==> config.mk <==
export PLATFORM = sky130hd
export DESIGN_NAME = lru_object_translation
export DESIGN_NICKNAME = d
export VERILOG_FILES = /design/src/rtl/lot_pkg.sv /design/src/rtl/lot_victim_scan.sv /design/src/rtl/lru_object_translation.sv
export SDC_FILE = /design/constraint.sdc
export NUM_CORES = 1
export LEC_CHECK = 0
export BUFFER_PORTS_ARGS = -buffer_cell sky130_fd_sc_hd__buf_2
export CORE_MARGIN = 4
export CORE_UTILIZATION = 60
export CTS_BUF_LIST = sky130_fd_sc_hd__clkbuf_8
export CTS_CLUSTER_DIAMETER = 80
export CTS_CLUSTER_SIZE = 24
export DETAILED_ROUTE_END_ITERATION = 8
export HOLD_SLACK_MARGIN = 0.03
export PLACE_DENSITY = 0.77
export RECOVER_POWER = 50
export SYNTH_ARGS = -nofsm -noshare
export SYNTH_HDL_FRONTEND = slang
export SYNTH_SLANG_ARGS = --single-unit
==> constraint.sdc <==
create_clock -name i_clk -period 11.2 [get_ports i_clk]
set_clock_uncertainty 0.2 [all_clocks]
set_input_delay 2.8 -clock i_clk [delete_from_list [all_inputs] [get_ports i_clk]]
set_output_delay 2.8 -clock i_clk [all_outputs]
set_load 0.05 [all_outputs]
==> src/rtl/lot_pkg.sv <==
// ----------------------------------------------------------------------------
// lot_pkg
// Shared types and constants for the LRU object translation block: field
// widths, sequencer states and the beats to and from the victim scanner.
// ----------------------------------------------------------------------------
package lot_pkg;

    localparam int ID_FIELD_W   = 3;
    localparam int SLOT_FIELD_W = 2;
    localparam int COORD_W      = 32;
    localparam int ENTRY_W      = 2 * COORD_W;

    typedef enum logic [3:0] {
        S_IDLE,
        S_CHECK,
        S_SCAN,
        S_VICTIM,
        S_EVICT_RD,
        S_WB,
        S_LOAD,
        S_HIT_SLOT,
        S_HIT_RD
    } t_state;

    typedef struct packed {
        logic start;
        logic wr_en;
    } t_scan_req;

    typedef struct packed {
        logic done;
        logic found;
    } t_scan_rsp;

endpackage

==> src/rtl/lot_victim_scan.sv <==
// ----------------------------------------------------------------------------
// lot_victim_scan
// Holds the per-object access timestamps and walks them one entry a cycle,
// keeping the mapped object with the oldest timestamp (lowest id on ties).
// ----------------------------------------------------------------------------
module lot_victim_scan #(
    parameter int VIRTUAL_OBJECTS = 8,
    parameter int TIME_BITS       = 32,
    parameter int ID_W            = 3
) (
    input  logic                       i_clk,
    input  logic                       i_rst_n,
    input  lot_pkg::t_scan_req         i_req,
    input  logic [ID_W-1:0]            i_wr_id,
    input  logic [TIME_BITS-1:0]       i_wr_time,
    input  logic [VIRTUAL_OBJECTS-1:0] i_valid,
    output lot_pkg::t_scan_rsp         o_rsp,
    output logic [ID_W-1:0]            o_victim
);

    localparam logic [ID_W-1:0] LAST_ID = ID_W'(VIRTUAL_OBJECTS - 1);

    logic [TIME_BITS-1:0]       r_ts_mem [VIRTUAL_OBJECTS];
    logic [VIRTUAL_OBJECTS-1:0] r_ts_ok;
    logic [TIME_BITS-1:0]       r_ts_q;
    logic                       r_ok_q;
    logic [ID_W-1:0]            r_scan;
    logic                       r_busy;
    logic                       r_cmp_vld;
    logic [ID_W-1:0]            r_cmp_idx;
    logic [TIME_BITS-1:0]       r_best;
    logic                       r_found;
    logic [ID_W-1:0]            r_victim;
    logic                       r_done;
    logic [TIME_BITS-1:0]       ts_eff;
    logic                       take;

    assign ts_eff = r_ok_q ? r_ts_q : '0;
    assign take   = r_cmp_vld && i_valid[r_cmp_idx] && (!r_found || (ts_eff < r_best));

    always_ff @(posedge i_clk) begin
        if (!i_rst_n) begin
            r_busy    <= 1'b0;
            r_cmp_vld <= 1'b0;
            r_done    <= 1'b0;
            r_found   <= 1'b0;
            r_ts_ok   <= '0;
        end else begin
            r_done <= r_cmp_vld && (r_cmp_idx == LAST_ID);
            if (i_req.start) begin
                r_busy    <= 1'b1;
                r_cmp_vld <= 1'b0;
                r_found   <= 1'b0;
            end else begin
                r_cmp_vld <= r_busy;
                if (r_busy && (r_scan == LAST_ID)) begin
                    r_busy <= 1'b0;
                end
                if (take) begin
                    r_found <= 1'b1;
                end
            end
            if (i_req.wr_en) begin
                r_ts_ok[i_wr_id] <= 1'b1;
            end
        end
    end

    always_ff @(posedge i_clk) begin
        r_ts_q    <= r_ts_mem[r_scan];
        r_ok_q    <= r_ts_ok[r_scan];
        r_cmp_idx <= r_scan;
        if (i_req.start) begin
            r_scan <= '0;
        end else if (r_busy && (r_scan != LAST_ID)) begin
            r_scan <= r_scan + 1'b1;
        end
        if (take && !i_req.start) begin
            r_best   <= ts_eff;
            r_victim <= r_cmp_idx;
        end
        if (i_req.wr_en) begin
            r_ts_mem[i_wr_id] <= i_wr_time;
        end
    end

    assign o_rsp.done  = r_done;
    assign o_rsp.found = r_found;
    assign o_victim    = r_victim;

endmodule

==> src/rtl/lru_object_translation.sv <==
// ----------------------------------------------------------------------------
// lru_object_translation
// Maps virtual objects onto physical slots with least-recently-used
// replacement, swapping object data with a backing store on a fault.
// ----------------------------------------------------------------------------
// Sequence: a hit runs S_CHECK, S_HIT_SLOT, S_HIT_RD; a fault runs S_CHECK,
// S_SCAN, S_VICTIM, S_EVICT_RD and S_WB when a victim is found, and S_LOAD.
// S_SCAN waits on the scan: one entry a cycle, through a single compare unit.
// Throughput: one item at a time; busy falls in the cycle o_valid is high, so
// the next item may be taken then. Each result is shown for one cycle only.
// Reset: synchronous; objects 0..PHYSICAL_SLOTS-1 sit in their own slots and
// all data, timestamps and the use counter read as zero. No clearing pass.
module lru_object_translation #(
    parameter int VIRTUAL_OBJECTS = 8,
    parameter int PHYSICAL_SLOTS  = 4,
    parameter int TIME_BITS       = 32
) (
    input  logic                                   i_clk,
    input  logic                                   i_rst_n,
    input  logic                                   start,
    input  logic        [lot_pkg::ID_FIELD_W-1:0]  i_virtual_id,
    input  logic signed [lot_pkg::COORD_W-1:0]     i_new_x,
    input  logic signed [lot_pkg::COORD_W-1:0]     i_new_y,
    output logic                                   busy,
    output logic                                   o_valid,
    output logic                                   o_hit,
    output logic        [lot_pkg::SLOT_FIELD_W-1:0] o_slot,
    output logic                                   o_evicted_valid,
    output logic        [lot_pkg::ID_FIELD_W-1:0]  o_evicted_id,
    output logic signed [lot_pkg::COORD_W-1:0]     o_old_x,
    output logic signed [lot_pkg::COORD_W-1:0]     o_old_y
);

    localparam int ID_W         = $clog2(VIRTUAL_OBJECTS);
    localparam int SLOT_W       = (PHYSICAL_SLOTS > 1) ? $clog2(PHYSICAL_SLOTS) : 1;
    localparam int N_MAPPED     = (PHYSICAL_SLOTS < VIRTUAL_OBJECTS) ?
                                  PHYSICAL_SLOTS : VIRTUAL_OBJECTS;
    localparam int RED_STEPS    = ((1 << lot_pkg::ID_FIELD_W) - 1) / VIRTUAL_OBJECTS + 1;
    localparam logic [7:0] VO_8 = 8'(VIRTUAL_OBJECTS);

    function automatic logic [ID_W-1:0] f_reduce_id(input logic [lot_pkg::ID_FIELD_W-1:0] id);
        logic [7:0] v;
        v = 8'(id);
        for (int k = 0; k < RED_STEPS; k++) begin
            if (v >= VO_8) begin
                v = v - VO_8;
            end
        end
        return ID_W'(v);
    endfunction

    lot_pkg::t_state r_state, n_state;

    logic [ID_W-1:0]                r_id;
    logic [lot_pkg::COORD_W-1:0]    r_new_x;
    logic [lot_pkg::COORD_W-1:0]    r_new_y;
    logic [VIRTUAL_OBJECTS-1:0]     r_valid;
    logic [TIME_BITS-1:0]           r_counter;
    logic [TIME_BITS-1:0]           n_counter;
    logic [SLOT_W-1:0]              r_slot;
    logic                           r_ev_valid;
    logic [ID_W-1:0]                r_ev_id;

    logic [SLOT_W-1:0]              r_map_mem [VIRTUAL_OBJECTS];
    logic [VIRTUAL_OBJECTS-1:0]     r_map_ok;
    logic [SLOT_W-1:0]              r_map_q;
    logic                           r_map_okq;
    logic [ID_W-1:0]                r_map_idx;

    logic [lot_pkg::ENTRY_W-1:0]    r_slot_mem [PHYSICAL_SLOTS];
    logic [PHYSICAL_SLOTS-1:0]      r_slot_ok;
    logic [lot_pkg::ENTRY_W-1:0]    r_slot_q;
    logic                           r_slot_okq;
    logic [lot_pkg::ENTRY_W-1:0]    slot_rd;

    logic [lot_pkg::ENTRY_W-1:0]    r_back_mem [VIRTUAL_OBJECTS];
    logic [VIRTUAL_OBJECTS-1:0]     r_back_ok;
    logic [lot_pkg::ENTRY_W-1:0]    r_back_q;
    logic                           r_back_okq;

    logic                           r_out_valid;
    logic                           r_out_hit;
    logic [lot_pkg::SLOT_FIELD_W-1:0] r_out_slot;
    logic                           r_out_ev_valid;
    logic [lot_pkg::ID_FIELD_W-1:0] r_out_ev_id;
    logic [lot_pkg::ENTRY_W-1:0]    r_out_old;

    lot_pkg::t_scan_req             scan_req;
    lot_pkg::t_scan_rsp             scan_rsp;
    logic [ID_W-1:0]                scan_victim;

    logic [ID_W-1:0]                map_raddr;
    logic [SLOT_W-1:0]              ms_slot;
    logic                           accept;
    logic                           take_slot;
    logic                           clear_slot;
    logic                           wb_en;
    logic                           finish_hit;
    logic                           finish_miss;
    logic                           finish;

    assign ms_slot   = r_map_okq ? r_map_q : SLOT_W'(r_map_idx);
    assign slot_rd   = r_slot_okq ? r_slot_q : '0;
    assign n_counter = r_counter + 1'b1;
    assign finish    = finish_hit || finish_miss;
    assign busy      = (r_state != lot_pkg::S_IDLE);

    always_ff @(posedge i_clk) begin
        if (!i_rst_n) begin
            r_state <= lot_pkg::S_IDLE;
        end else begin
            r_state <= n_state;
        end
    end

    always_comb begin
        n_state     = r_state;
        map_raddr   = r_id;
        scan_req    = '0;
        accept      = 1'b0;
        take_slot   = 1'b0;
        clear_slot  = 1'b0;
        wb_en       = 1'b0;
        finish_hit  = 1'b0;
        finish_miss = 1'b0;
        case (r_state)
            lot_pkg::S_IDLE: begin
                if (start) begin
                    accept  = 1'b1;
                    n_state = lot_pkg::S_CHECK;
                end
            end
            lot_pkg::S_CHECK: begin
                if (r_valid[r_id]) begin
                    n_state = lot_pkg::S_HIT_SLOT;
                end else begin
                    scan_req.start = 1'b1;
                    n_state        = lot_pkg::S_SCAN;
                end
            end
            lot_pkg::S_SCAN: begin
                if (scan_rsp.done) begin
                    n_state = lot_pkg::S_VICTIM;
                end
            end
            lot_pkg::S_VICTIM: begin
                map_raddr = scan_victim;
                if (scan_rsp.found) begin
                    n_state = lot_pkg::S_EVICT_RD;
                end else begin
                    clear_slot = 1'b1;
                    n_state    = lot_pkg::S_LOAD;
                end
            end
            lot_pkg::S_EVICT_RD: begin
                take_slot = 1'b1;
                n_state   = lot_pkg::S_WB;
            end
            lot_pkg::S_WB: begin
                wb_en   = 1'b1;
                n_state = lot_pkg::S_LOAD;
            end
            lot_pkg::S_LOAD: begin
                finish_miss    = 1'b1;
                scan_req.wr_en = 1'b1;
                n_state        = lot_pkg::S_IDLE;
            end
            lot_pkg::S_HIT_SLOT: begin
                take_slot = 1'b1;
                n_state   = lot_pkg::S_HIT_RD;
            end
            lot_pkg::S_HIT_RD: begin
                finish_hit     = 1'b1;
                scan_req.wr_en = 1'b1;
                n_state        = lot_pkg::S_IDLE;
            end
            default: begin
                n_state = lot_pkg::S_IDLE;
            end
        endcase
    end

    always_ff @(posedge i_clk) begin
        if (!i_rst_n) begin
            for (int i = 0; i < VIRTUAL_OBJECTS; i++) begin
                r_valid[i] <= (i < PHYSICAL_SLOTS);
            end
            r_counter   <= '0;
            r_map_ok    <= '0;
            r_back_ok   <= '0;
            r_slot_ok   <= '0;
            r_ev_valid  <= 1'b0;
            r_out_valid <= 1'b0;
        end else begin
            r_out_valid <= finish;
            if (accept) begin
                r_ev_valid <= 1'b0;
            end
            if (wb_en) begin
                r_valid[scan_victim]   <= 1'b0;
                r_back_ok[scan_victim] <= 1'b1;
                r_ev_valid             <= 1'b1;
            end
            if (finish_miss) begin
                r_valid[r_id]  <= 1'b1;
                r_map_ok[r_id] <= 1'b1;
            end
            if (finish) begin
                r_counter         <= n_counter;
                r_slot_ok[r_slot] <= 1'b1;
            end
        end
    end

    always_ff @(posedge i_clk) begin
        r_map_q    <= r_map_mem[map_raddr];
        r_map_okq  <= r_map_ok[map_raddr];
        r_map_idx  <= map_raddr;
        r_slot_q   <= r_slot_mem[ms_slot];
        r_slot_okq <= r_slot_ok[ms_slot];
        r_back_q   <= r_back_mem[r_id];
        r_back_okq <= r_back_ok[r_id];
        if (accept) begin
            r_id    <= f_reduce_id(i_virtual_id);
            r_new_x <= i_new_x;
            r_new_y <= i_new_y;
            r_ev_id <= '0;
        end
        if (take_slot) begin
            r_slot <= ms_slot;
        end else if (clear_slot) begin
            r_slot <= '0;
        end
        if (wb_en) begin
            r_back_mem[scan_victim] <= slot_rd;
            r_ev_id                 <= scan_victim;
        end
        if (finish_miss) begin
            r_map_mem[r_id] <= r_slot;
        end
        if (finish) begin
            r_slot_mem[r_slot] <= {r_new_y, r_new_x};
            r_out_hit          <= finish_hit;
            r_out_slot         <= lot_pkg::SLOT_FIELD_W'(r_slot);
            r_out_ev_valid     <= r_ev_valid && finish_miss;
            r_out_ev_id        <= finish_miss ? lot_pkg::ID_FIELD_W'(r_ev_id) : '0;
            if (finish_hit) begin
                r_out_old <= slot_rd;
            end else begin
                r_out_old <= r_back_okq ? r_back_q : '0;
            end
        end
    end

    lot_victim_scan #(
        .VIRTUAL_OBJECTS (VIRTUAL_OBJECTS),
        .TIME_BITS       (TIME_BITS),
        .ID_W            (ID_W)
    ) u_scan (
        .i_clk     (i_clk),
        .i_rst_n   (i_rst_n),
        .i_req     (scan_req),
        .i_wr_id   (r_id),
        .i_wr_time (n_counter),
        .i_valid   (r_valid),
        .o_rsp     (scan_rsp),
        .o_victim  (scan_victim)
    );

    assign o_valid         = r_out_valid;
    assign o_hit           = r_out_hit;
    assign o_slot          = r_out_slot;
    assign o_evicted_valid = r_out_ev_valid;
    assign o_evicted_id    = r_out_ev_id;
    assign o_old_x         = r_out_old[lot_pkg::COORD_W-1:0];
    assign o_old_y         = r_out_old[lot_pkg::ENTRY_W-1:lot_pkg::COORD_W];

    a_result_after_work: assert property (@(posedge i_clk) disable iff (!i_rst_n)
        o_valid |-> $past(busy))
        else $error("result beat without an item in flight");

    a_busy_from_start: assert property (@(posedge i_clk) disable iff (!i_rst_n)
        $rose(busy) |-> $past(start))
        else $error("busy rose without a start");

    a_hit_no_evict: assert property (@(posedge i_clk) disable iff (!i_rst_n)
        (o_valid && o_hit) |-> (!o_evicted_valid && (o_evicted_id == '0)))
        else $error("hit reported an eviction");

    a_miss_evicts: assert property (@(posedge i_clk) disable iff (!i_rst_n)
        (o_valid && !o_hit) |-> o_evicted_valid)
        else $error("fault without a victim");

    a_mapped_count: assert property (@(posedge i_clk) disable iff (!i_rst_n)
        (r_state == lot_pkg::S_IDLE) |-> ($countones(r_valid) == N_MAPPED))
        else $error("mapped object count drifted");

endmodule

; ---- Word-level counts from Yosys, hierarchy flattened
; Memories as Yosys holds them, arrays and structs flattened. A register that Yosys moved wholly into a read port is not among the register bits.
; Cells that the tools add are included.
[totals]
ff_bits = 268
ramBits = 1040
inputBits = 70
output_inout_bits = 73
word_cells = 152
memories = 4
[memory_table]
columns = name, words, word_bits, read_ports, rd_clocked_by_memory_dff, write_ports, line
row1 = r_back_mem, 8, 64, 1, 1, 1, lru_object_translation.sv:76  ; logic [lot_pkg::ENTRY_W-1:0] r_back_mem [VIRTUAL_OBJECTS];
row2 = r_slot_mem, 4, 64, 1, 1, 1, lru_object_translation.sv:70  ; logic [lot_pkg::ENTRY_W-1:0] r_slot_mem [PHYSICAL_SLOTS];
row3 = u_scan.r_ts_mem, 8, 32, 1, 1, 1, lot_victim_scan.sv:23  ; logic [TIME_BITS-1:0] r_ts_mem [VIRTUAL_OBJECTS];
row4 = r_map_mem, 8, 2, 1, 1, 1, lru_object_translation.sv:64  ; logic [SLOT_W-1:0] r_map_mem [VIRTUAL_OBJECTS];
[classes]
addsub = 2
magnitude_cmp = 11
eq_ne = 13
n_mux = 59
bitwise = 8
reduce_logical = 23
[ops]
columns = operator, count
row1 = 2-to-1 mux 64 bit, 3
row2 = adder 32 x 1 -> 32 bit (second input constant), 1
row3 = less-than comparator 32 bit, 1
row4 = 2-to-1 mux 1 bit, 32
row5 = 2-to-1 mux 32 bit, 1
row6 = bitwise OR 8 bit, 4
row7 = case mux 4 bit (7 select lines), 1
row8 = 2-to-1 mux 8 bit, 3
row9 = less-than comparator 3 x 4 -> 1 bit (second input constant), 5
row10 = == test 4 x 3 -> 1 bit (second input constant), 4
row11 = binary-select mux 1 bit (select 3 bit), 5
row12 = 2-to-1 mux 3 bit, 4
row13 = logical AND 1 bit, 10
row14 = bitwise AND 8 bit, 1
row15 = == test 4 x 2 -> 1 bit (second input constant), 2
row16 = 2-to-1 mux 2 bit, 4
row17 = 2-to-1 mux 4 bit, 2
row18 = NOT 8 bit, 1
row19 = demux 1 bit (select 3 bit), 2
row20 = == test 3 bit (second input constant), 2
row21 = >= comparator 3 x 1 -> 1 bit (second input constant), 2
row22 = less-than comparator 2 x 3 -> 1 bit (second input constant), 2
row23 = nonzero test 2 bit, 3
row24 = OR reduction 2 bit, 3
row25 = 16 further kinds, 18

; ---- Depth between registers and ports, before layout
; Gate-level depths: netlist (run 1).
[depth]
depth_word = 10
mapped_depth = 10

; ---- By module
; From an unflattened synthesis (run 1), not the netlist that was laid out.
[unflattened]
hier_cells = 2898
area_unflattened_um2 = 53991.8
[by_module_without_submodules]
columns = mod, n_inst, cells_per_inst, area_each_um2
row1 = lru_object_translation, 1, 2244, 40789.1
row2 = lot_victim_scan, 1, 654, 13202.7

; ---- Least setup slack after synthesis (run 1)
; Ideal clock, no wire load.
[synth_timing]
kind = register -> register
start = reg r_state[0]
end = mem r_slot_mem[2][0] (netlist name) (enable)
setup_time_ps = 488
t_arrival_ps = 6133
t_required_ps = 10512
slack_ps = 4378
path_stages_with_launch = 10
synth_period_minus_slack_ps = 6822
path_cell_list = dfxtp_1 -> clkbuf_1 -> nor2_1 -> nand3b_1 -> inv_1 -> nor2_1 -> clkinv_1 -> clkbuf_1 -> nand2_1 -> nor2_1
[synth_between]
elab_chain_len = 5
elab_cells_between_ends = 7
cone_classes = 2 x eq/ne / 4 x mux / 1 x reduce/logical
[synth_lines]
columns = item, line
row1 = "start, declared", lru_object_translation.sv:52  ; lot_pkg::t_state r_state, n_state;
row2 = "start signal, assigned", lru_object_translation.sv:110  ; r_state <= lot_pkg::S_IDLE;
row3 = "start signal, assigned", lru_object_translation.sv:112  ; r_state <= n_state;
row4 = == test 4 bit or == test 4 x 3 -> 1 bit (tied branches), lru_object_translation.sv:126  ; case (r_state)
row5 = 2-to-1 mux 1 bit, lru_object_translation.sv:126
row6 = logical OR 1 bit *, lru_object_translation.sv:105  ; assign finish = finish_hit || finish_miss;
row7 = via finish, lru_object_translation.sv:100  ; logic finish;
row8 = 2-to-1 mux 1 bit *, lru_object_translation.sv:241  ; if (finish) begin
row9 = 2-to-1 mux 1 bit (implied by the code) *, lru_object_translation.sv:242  ; r_slot_mem[r_slot] <= {r_new_y, r_new_x};
row10 = "end, declared", lru_object_translation.sv:70
; The timed path passes the listed nets; every way through them passes the cells marked *.

; ---- Final worst setup path (run 1)
[layout_timing]
start = reg r_state[1]
end = reg r_out_old[61] (netlist name) (data pin)
[layout_between]
elab_chain_len = 3
[layout_lines]
columns = item, line
row1 = == test 4 bit, lru_object_translation.sv:126
row2 = 2-to-1 mux 1 bit, lru_object_translation.sv:126
row3 = 2-to-1 mux 64 bit, lru_object_translation.sv:247  ; if (finish_hit) begin
row4 = "end signal, assigned", lru_object_translation.sv:248  ; r_out_old <= slot_rd;
row5 = "end signal, assigned", lru_object_translation.sv:250  ; r_out_old <= r_back_okq ? r_back_q : '0;
row6 = "end, declared", lru_object_translation.sv:86  ; logic [lot_pkg::ENTRY_W-1:0] r_out_old;
; No other way between the ends.
; A chain may end at the register's enable or synchronous reset.

==> results of run 1 <==
-- logic make-up after synthesis --
group	Yosys count	share of synthesized area
AOI/OAI and AO/OA	423	0.0562
xor gates and xnor gates	52	0.00865
adders and majority gates	34	0.00808
buffers and inverters	200	0.0147
DFF	1470	0.791
muxes	194	0.0693
and+or+nand+nor	527	0.0525
-- critical path, delay by kind of cell, from the launching register on --
kind | cells | cell delay [ns]
flops | 1 | 0.42
compound gates | 1 | 1.41
simple gates | 2 | 0.42
buf+inv | 2 | 4.06
-- registers in the layout, summed over array words and instances, names as in the netlist, 16 cells and up --
register	cells
r_back_mem	512
r_slot_mem	256
u_scan.r_ts_mem	256
r_back_q	64
r_out_old	64
r_slot_q	64
r_counter	32
r_new_x	32
r_new_y	32
u_scan.r_best	32
u_scan.r_ts_q	32
r_map_mem	16
-- final cells by class --
cell class                      instances  area share
Antenna cell                            5    0.000224
Clock buffer                           75      0.0185
Clock inverter                         60     0.00590
Inverter                               51     0.00347
Multi-Input combinational cell       1230       0.185
Sequential cell                      1470       0.744
Tap cell                             1155      0.0258
Timing Repair Buffer                  186      0.0174
-- stage by stage --
step	cells	power (mW)	setup WS (ns)	hold slack, ns	area, um^2
after floorplan	2900	6.82	4.38	0.154	52600
after global placement	4092	7.05	6.67	0.166	54700
after detailed placement	4092	7.07	6.60	0.169	54700
after CTS	4227	9.22	6.42	0.194	56100
after global routing	4228	9.52	3.63	0.225	55900
final	4232	9.18	4.13	0.211	55900
-- path summary, 6_finish.rpt --
path                            startpoint                     endpoint  slack [ns]  cells past startpoint
max                r_state[1]$_SDFFE_PN0P_      r_out_old[61]$_DFFE_PN_        4.13                      5
min          u_scan.r_scan[1]$_SDFFE_PP0P_  u_scan.r_cmp_idx[1]$_DFF_P_        0.21                      0
min reg2reg  u_scan.r_scan[1]$_SDFFE_PP0P_  u_scan.r_cmp_idx[1]$_DFF_P_        0.21                      0
max reg2reg        r_state[1]$_SDFFE_PN0P_      r_out_old[61]$_DFFE_PN_        4.13                      5
-- layout by cell type, fill, tap and decap left out, drive strengths merged, types with 33 or more instances in the layout --
master and n:
edfxtp 1218, a22oi 260, dfxtp 252, nand2 171, buf 164, mux4 133, and2 129, inv 101
clkbuf 97, nand4 80, o21ai 79, nor2 43, mux2 36, ha 34, xnor2 33
-- metal layers --
| layer | global-route usage | vias to the layer above | share of wire |
|---|---|---|---|
| met3 | 0.0365 | 174 | 0.084 |
| met4 | 0.0656 | 0 | 0.023 |
| met2 | 0.378 | 1224 | 0.48 |
| met1 | 0.337 | 13400 | 0.41 |
| li1 | - | 11500 | - |
| met5 | 0 | - | 0 |
-- power by group through the flow --
stage	Combinational [mW]	Sequential, mW	Clock [mW]
6_report	0.778	6.18	2.22
5_1_grt	0.838	6.20	2.48
4_1_cts	0.769	6.18	2.27
3_5_place_dp	0.767	6.31	0
3_3_place_gp	0.749	6.30	0
2_1_floorplan	0.574	6.24	0
==> impl_metrics.yaml, run 1 <==
run:
  drv_cap: 16
synthesis:
  ys_top_cells_by_area: "edfxtp_1, dfxtp_1, mux4_2"
  synthDistinctLibCells: 60
  synth_nets: 3004
  yosys_warnings: 0
  synthCells: 2900
  yosys.area.top_type_share: 0.695
  synth_top_area_cell: "edfxtp_1"
  ys_ff_latch: 1470
  synth_edf_count: 1218
  synth_commonest_cells: "edfxtp_1, a22oi_1, dfxtp_1, nand2_1, mux4_2"
  syn_area_per_cell_um2: 18.2
  yosys.cell_count.top_type: "edfxtp_1"
  ys.flop_type: "edfxtp_1"
  syn-cell-area_um2: 52600
  async_reset_ff_frac: 0
  yosysSeqAreaShare: 0.791
power_and_ir_drop:
  clockPowerShare: 0.242
  intPower_mw: 7.09
  switchingPower_mw: 2.09
  comb_power_share: 0.085
  p_leak_nw: 18.0
  p_seq_frac: 0.673
  swShare: 0.227
  power_density_nw_per_um2: 164
  worst_ir_drop_vdd_uv: 110
finish:
  utilization: 0.644
  nNetsFinal: 3116
  drive_above_1_share: 0.147
  nFillCells: 5718
  multi_input_area_um2: 10300
  area_delta_synth_final_pct: 6.26
  ff_latch_area_um2: 41600
worst_setup_path:
  critPathKind: "flop to flop"
  arrival_ns: 7.06
  critPathMaxStageDelay_ns: 3.05
  crit_required_ns: 11.18
  start_kind: "flop"
  crit_chain: "nor2_1 -> nand3b_1 -> clkinvlp_2 -> clkbuf_1 -> o21ai_0"
  crit_path_top_delay_cell: "clkbuf_1"
  crit_path_end_kind: "flop"
  worstPathMaxFanout: 91
placed_design:
  place.port_buffers: 142
  dp_hpwl_um: 59700
  place.gp.congestion: 0.815
clock_tree:
  clock-root-buffer: "clkbuf_8"
  clk-insertion-delay-late_ns: 0.72
  cts_htree_levels: 3
  cts.sinks: 1470
  cts_tree: "built"
  post_cts_resized: 0
  post_cts_buffers: 0
  clk_pin_slew_ns: 0.14
  cts_buffer_depth: 3
  cts_hold_buf: 0
  numCtsBuffers: 73
floorplan:
  core_region_area_um2: 86900
  rows: 108
  dieArea_um2: 92500
  dieHeight_um: 304
  initial_utilization: 0.606
  chipWidth_um: 304
  num_io_pins: 143
sta:
  rsz0062_at_grt: "no"
  finalSetupTns_ns: 0
  maxSlewHeadroom: -2.16
  tightest_slew_ns: 4.74
  fmax_mhz: 141
  finalHoldViolCount: 0
  finalMaxSlewViolations: 672
  setup_viol: 0
  fin_crit_ns: 7.07
  timing.final.crit_share: 0.631
drt:
  ant_nets: 0
  routed_via_density: 6.22
  drt-total-wl_um: 109000
  drt_iter0_drc: 3051
  route.detailed.drc: 0
  num_vias: 26300
  detail_route.wl_per_cell_um: 25.8
  drtPass1Iterations: 6
status:
  status: "complete, but fails checks"
  violations: "capacitance limit, slew limit"
grt:
  grt_overflow: 0
  grt_pass1_wl_um: 164000
  grt_max_degree: 92
  grtUsageTotal: 0.233
  grt_pass1_vias: 27000
  antenna_found_initial: 4
min_path:
  hold_class: "flop to flop"
(Power assumes the default switching activity.)
==> inputs of run 2 (changes only) <==
Clock period 11.2 ns to 7 ns, I/O delays scaled along.
==> run 2 against run 1 <==
Against the previous run: the run still ends with capacitance limit, slew limit left; highest routed layer is now met5; largest power group unchanged; non-clock buffer count fell by 1; sequential power rose by 61%; die area did not move.
==> impl_metrics.yaml, run 2 (synthesis results as in run 1) <==
status:
  status: "complete, but fails checks"
  violations: "capacitance limit, slew limit"
floorplan:
  rows: 108
  initial_utilization: 0.606
  dieArea_um2: 92500
  chipWidth_um: 304
  num_io_pins: 143
  dieHeight_um: 304
  core_region_area_um2: 86900
worst_setup_path:
  worstPathMaxFanout: 64
  crit_required_ns: 6.86
  critPathKind: "flop to flop"
  crit_path_end_kind: "flop"
  crit_path_top_delay_cell: "clkinvlp_2"
  start_kind: "flop"
  cpMostUsedCell: "nor2_2"
  arrival_ns: 5.21
  critPathMaxStageDelay_ns: 1.72
  crit_chain: "nor2_1 -> nand3b_1 -> clkinvlp_2 -> nor2_2 -> buf_4 -> nor2_2 -> clkbuf_1"
sta:
  setup_viol: 0
  tightest_slew_ns: 4.50
  finalSetupTns_ns: 0
  fmax_mhz: 187
  finalMaxSlewViolations: 433
  rsz0062_at_grt: "no"
  fin_crit_ns: 5.35
  fin_ws_ns: 1.65
  finalHoldViolCount: 0
  timing.final.crit_share: 0.764
  maxSlewHeadroom: -2.00
grt:
  grt_pass1_vias: 26900
  grt_pass1_wl_um: 166000
  antenna_found_initial: 7
  grt_overflow: 0
  grt_max_degree: 81
  grtUsageTotal: 0.235
power_and_ir_drop:
  power_density_nw_per_um2: 261
  worst_ir_drop_vdd_uv: 198
  p_leak_nw: 18.0
drt:
  num_vias: 26500
  drtPass1Iterations: 5
  route.detailed.drc: 0
  routed_via_density: 6.27
  drt_iter0_drc: 3415
  drt-total-wl_um: 109000
  ant_nets: 0
  detail_route.wl_per_cell_um: 25.9
clock_tree:
  post_cts_buffers: 0
  clk-insertion-delay-late_ns: 0.74
  post_cts_resized: 0
  clk_pin_slew_ns: 0.14
  numCtsBuffers: 71
  cts_buffer_depth: 3
  cts_htree_levels: 3
  cts_hold_buf: 0
  cts_tree: "built"
  cts.sinks: 1470
  clock-root-buffer: "clkbuf_8"
finish:
  area_delta_synth_final_pct: 6.12
  drive_above_1_share: 0.145
  largestRegisters: "r_back_mem (512), r_slot_mem (256), u_scan.r_ts_mem (256)"
  regMostFlops: "r_back_mem"
  utilization: 0.643
  largest_reg_flops: 512
  final_cell_mix: "edfxtp_1, a22oi_1, dfxtp_1, nand2_1"
  fin_area_um2: 55900
  nFillCells: 5743
  layout_commonest_cell: "edfxtp_1"
  nNetsFinal: 3113
placed_design:
  placed_cell_area_um2: 54700
  dp_hpwl_um: 62400
  post-place-ws_ns: 2.80
  place.port_buffers: 142
  place.gp.congestion: 0.844
min_path:
  hold_class: "flop to flop"
run:
  drv_cap: 9
run 2: cell types whose count changed in the layout (fill, tap and decap cells not counted), sizes merged:
cell	before	now
buf	164	166
bufinv	1	0
diode	5	2
clkbuf	97	92
inv	101	103
clkinvlp	6	2
run 2: worst max-delay path, delay by kind of cell (launching register included):
family                 cells  cell delay, ns
DFF                        1            0.53
buffers and inverters      3            3.10
and+or+nand+nor            4            0.85
run 2: worst paths after layout:
check	slack, ns	startpoint	end	cells after the start
min reg2reg	0.27	u_scan.r_cmp_idx[2]$_DFF_P_	u_scan.o_victim[2]$_DFFE_PP_	0
max	1.65	r_state[0]$_SDFFE_PN0P_	u_scan.r_ts_mem[6][14]$_DFFE_PP_	7
min	0.27	u_scan.r_cmp_idx[2]$_DFF_P_	u_scan.o_victim[2]$_DFFE_PP_	0
max reg2reg	1.65	r_state[0]$_SDFFE_PN0P_	u_scan.r_ts_mem[6][14]$_DFFE_PP_	7
run 2: routing by layer:
metal	wire length, um	global-route usage	up-vias
met2	51900	0.371	1376
li1	-	-	11500
met3	10200	0.0383	151
met1	45300	0.352	13400
met5	13	0	-
met4	1930	0.0550	2
run 2: metrics by stage:
stage	total power, mW	std cells	hold slack [ns]
global route	15.1	4222	0.288
CTS	14.6	4221	0.259
detailed placement	11.3	4091	0.252
finish	14.6	4223	0.269
floorplan	10.9	2900	0.154
global placement	11.3	4091	0.241
run 2: layout make-up:
| type | instances | area (um^2) | share of cell area |
|---|---|---|---|
| Antenna cell | 2 | 5.00 | 0.0000896 |
| Clock buffer | 73 | 1000 | 0.0180 |
| Clock inverter | 57 | 256 | 0.00459 |
| Inverter | 51 | 195 | 0.00349 |
| Multi-Input combinational cell | 1230 | 10400 | 0.185 |
| Sequential cell | 1470 | 41600 | 0.745 |
| Tap cell | 1155 | 1450 | 0.0259 |
| Timing Repair Buffer | 185 | 986 | 0.0176 |
run 2: power by group:
part | internal [mW] | total [mW] | switching (mW)
Clock | 1.01 | 3.43 | 2.41
Combinational | 0.537 | 1.18 | 0.641
Sequential | 9.71 | 9.97 | 0.261
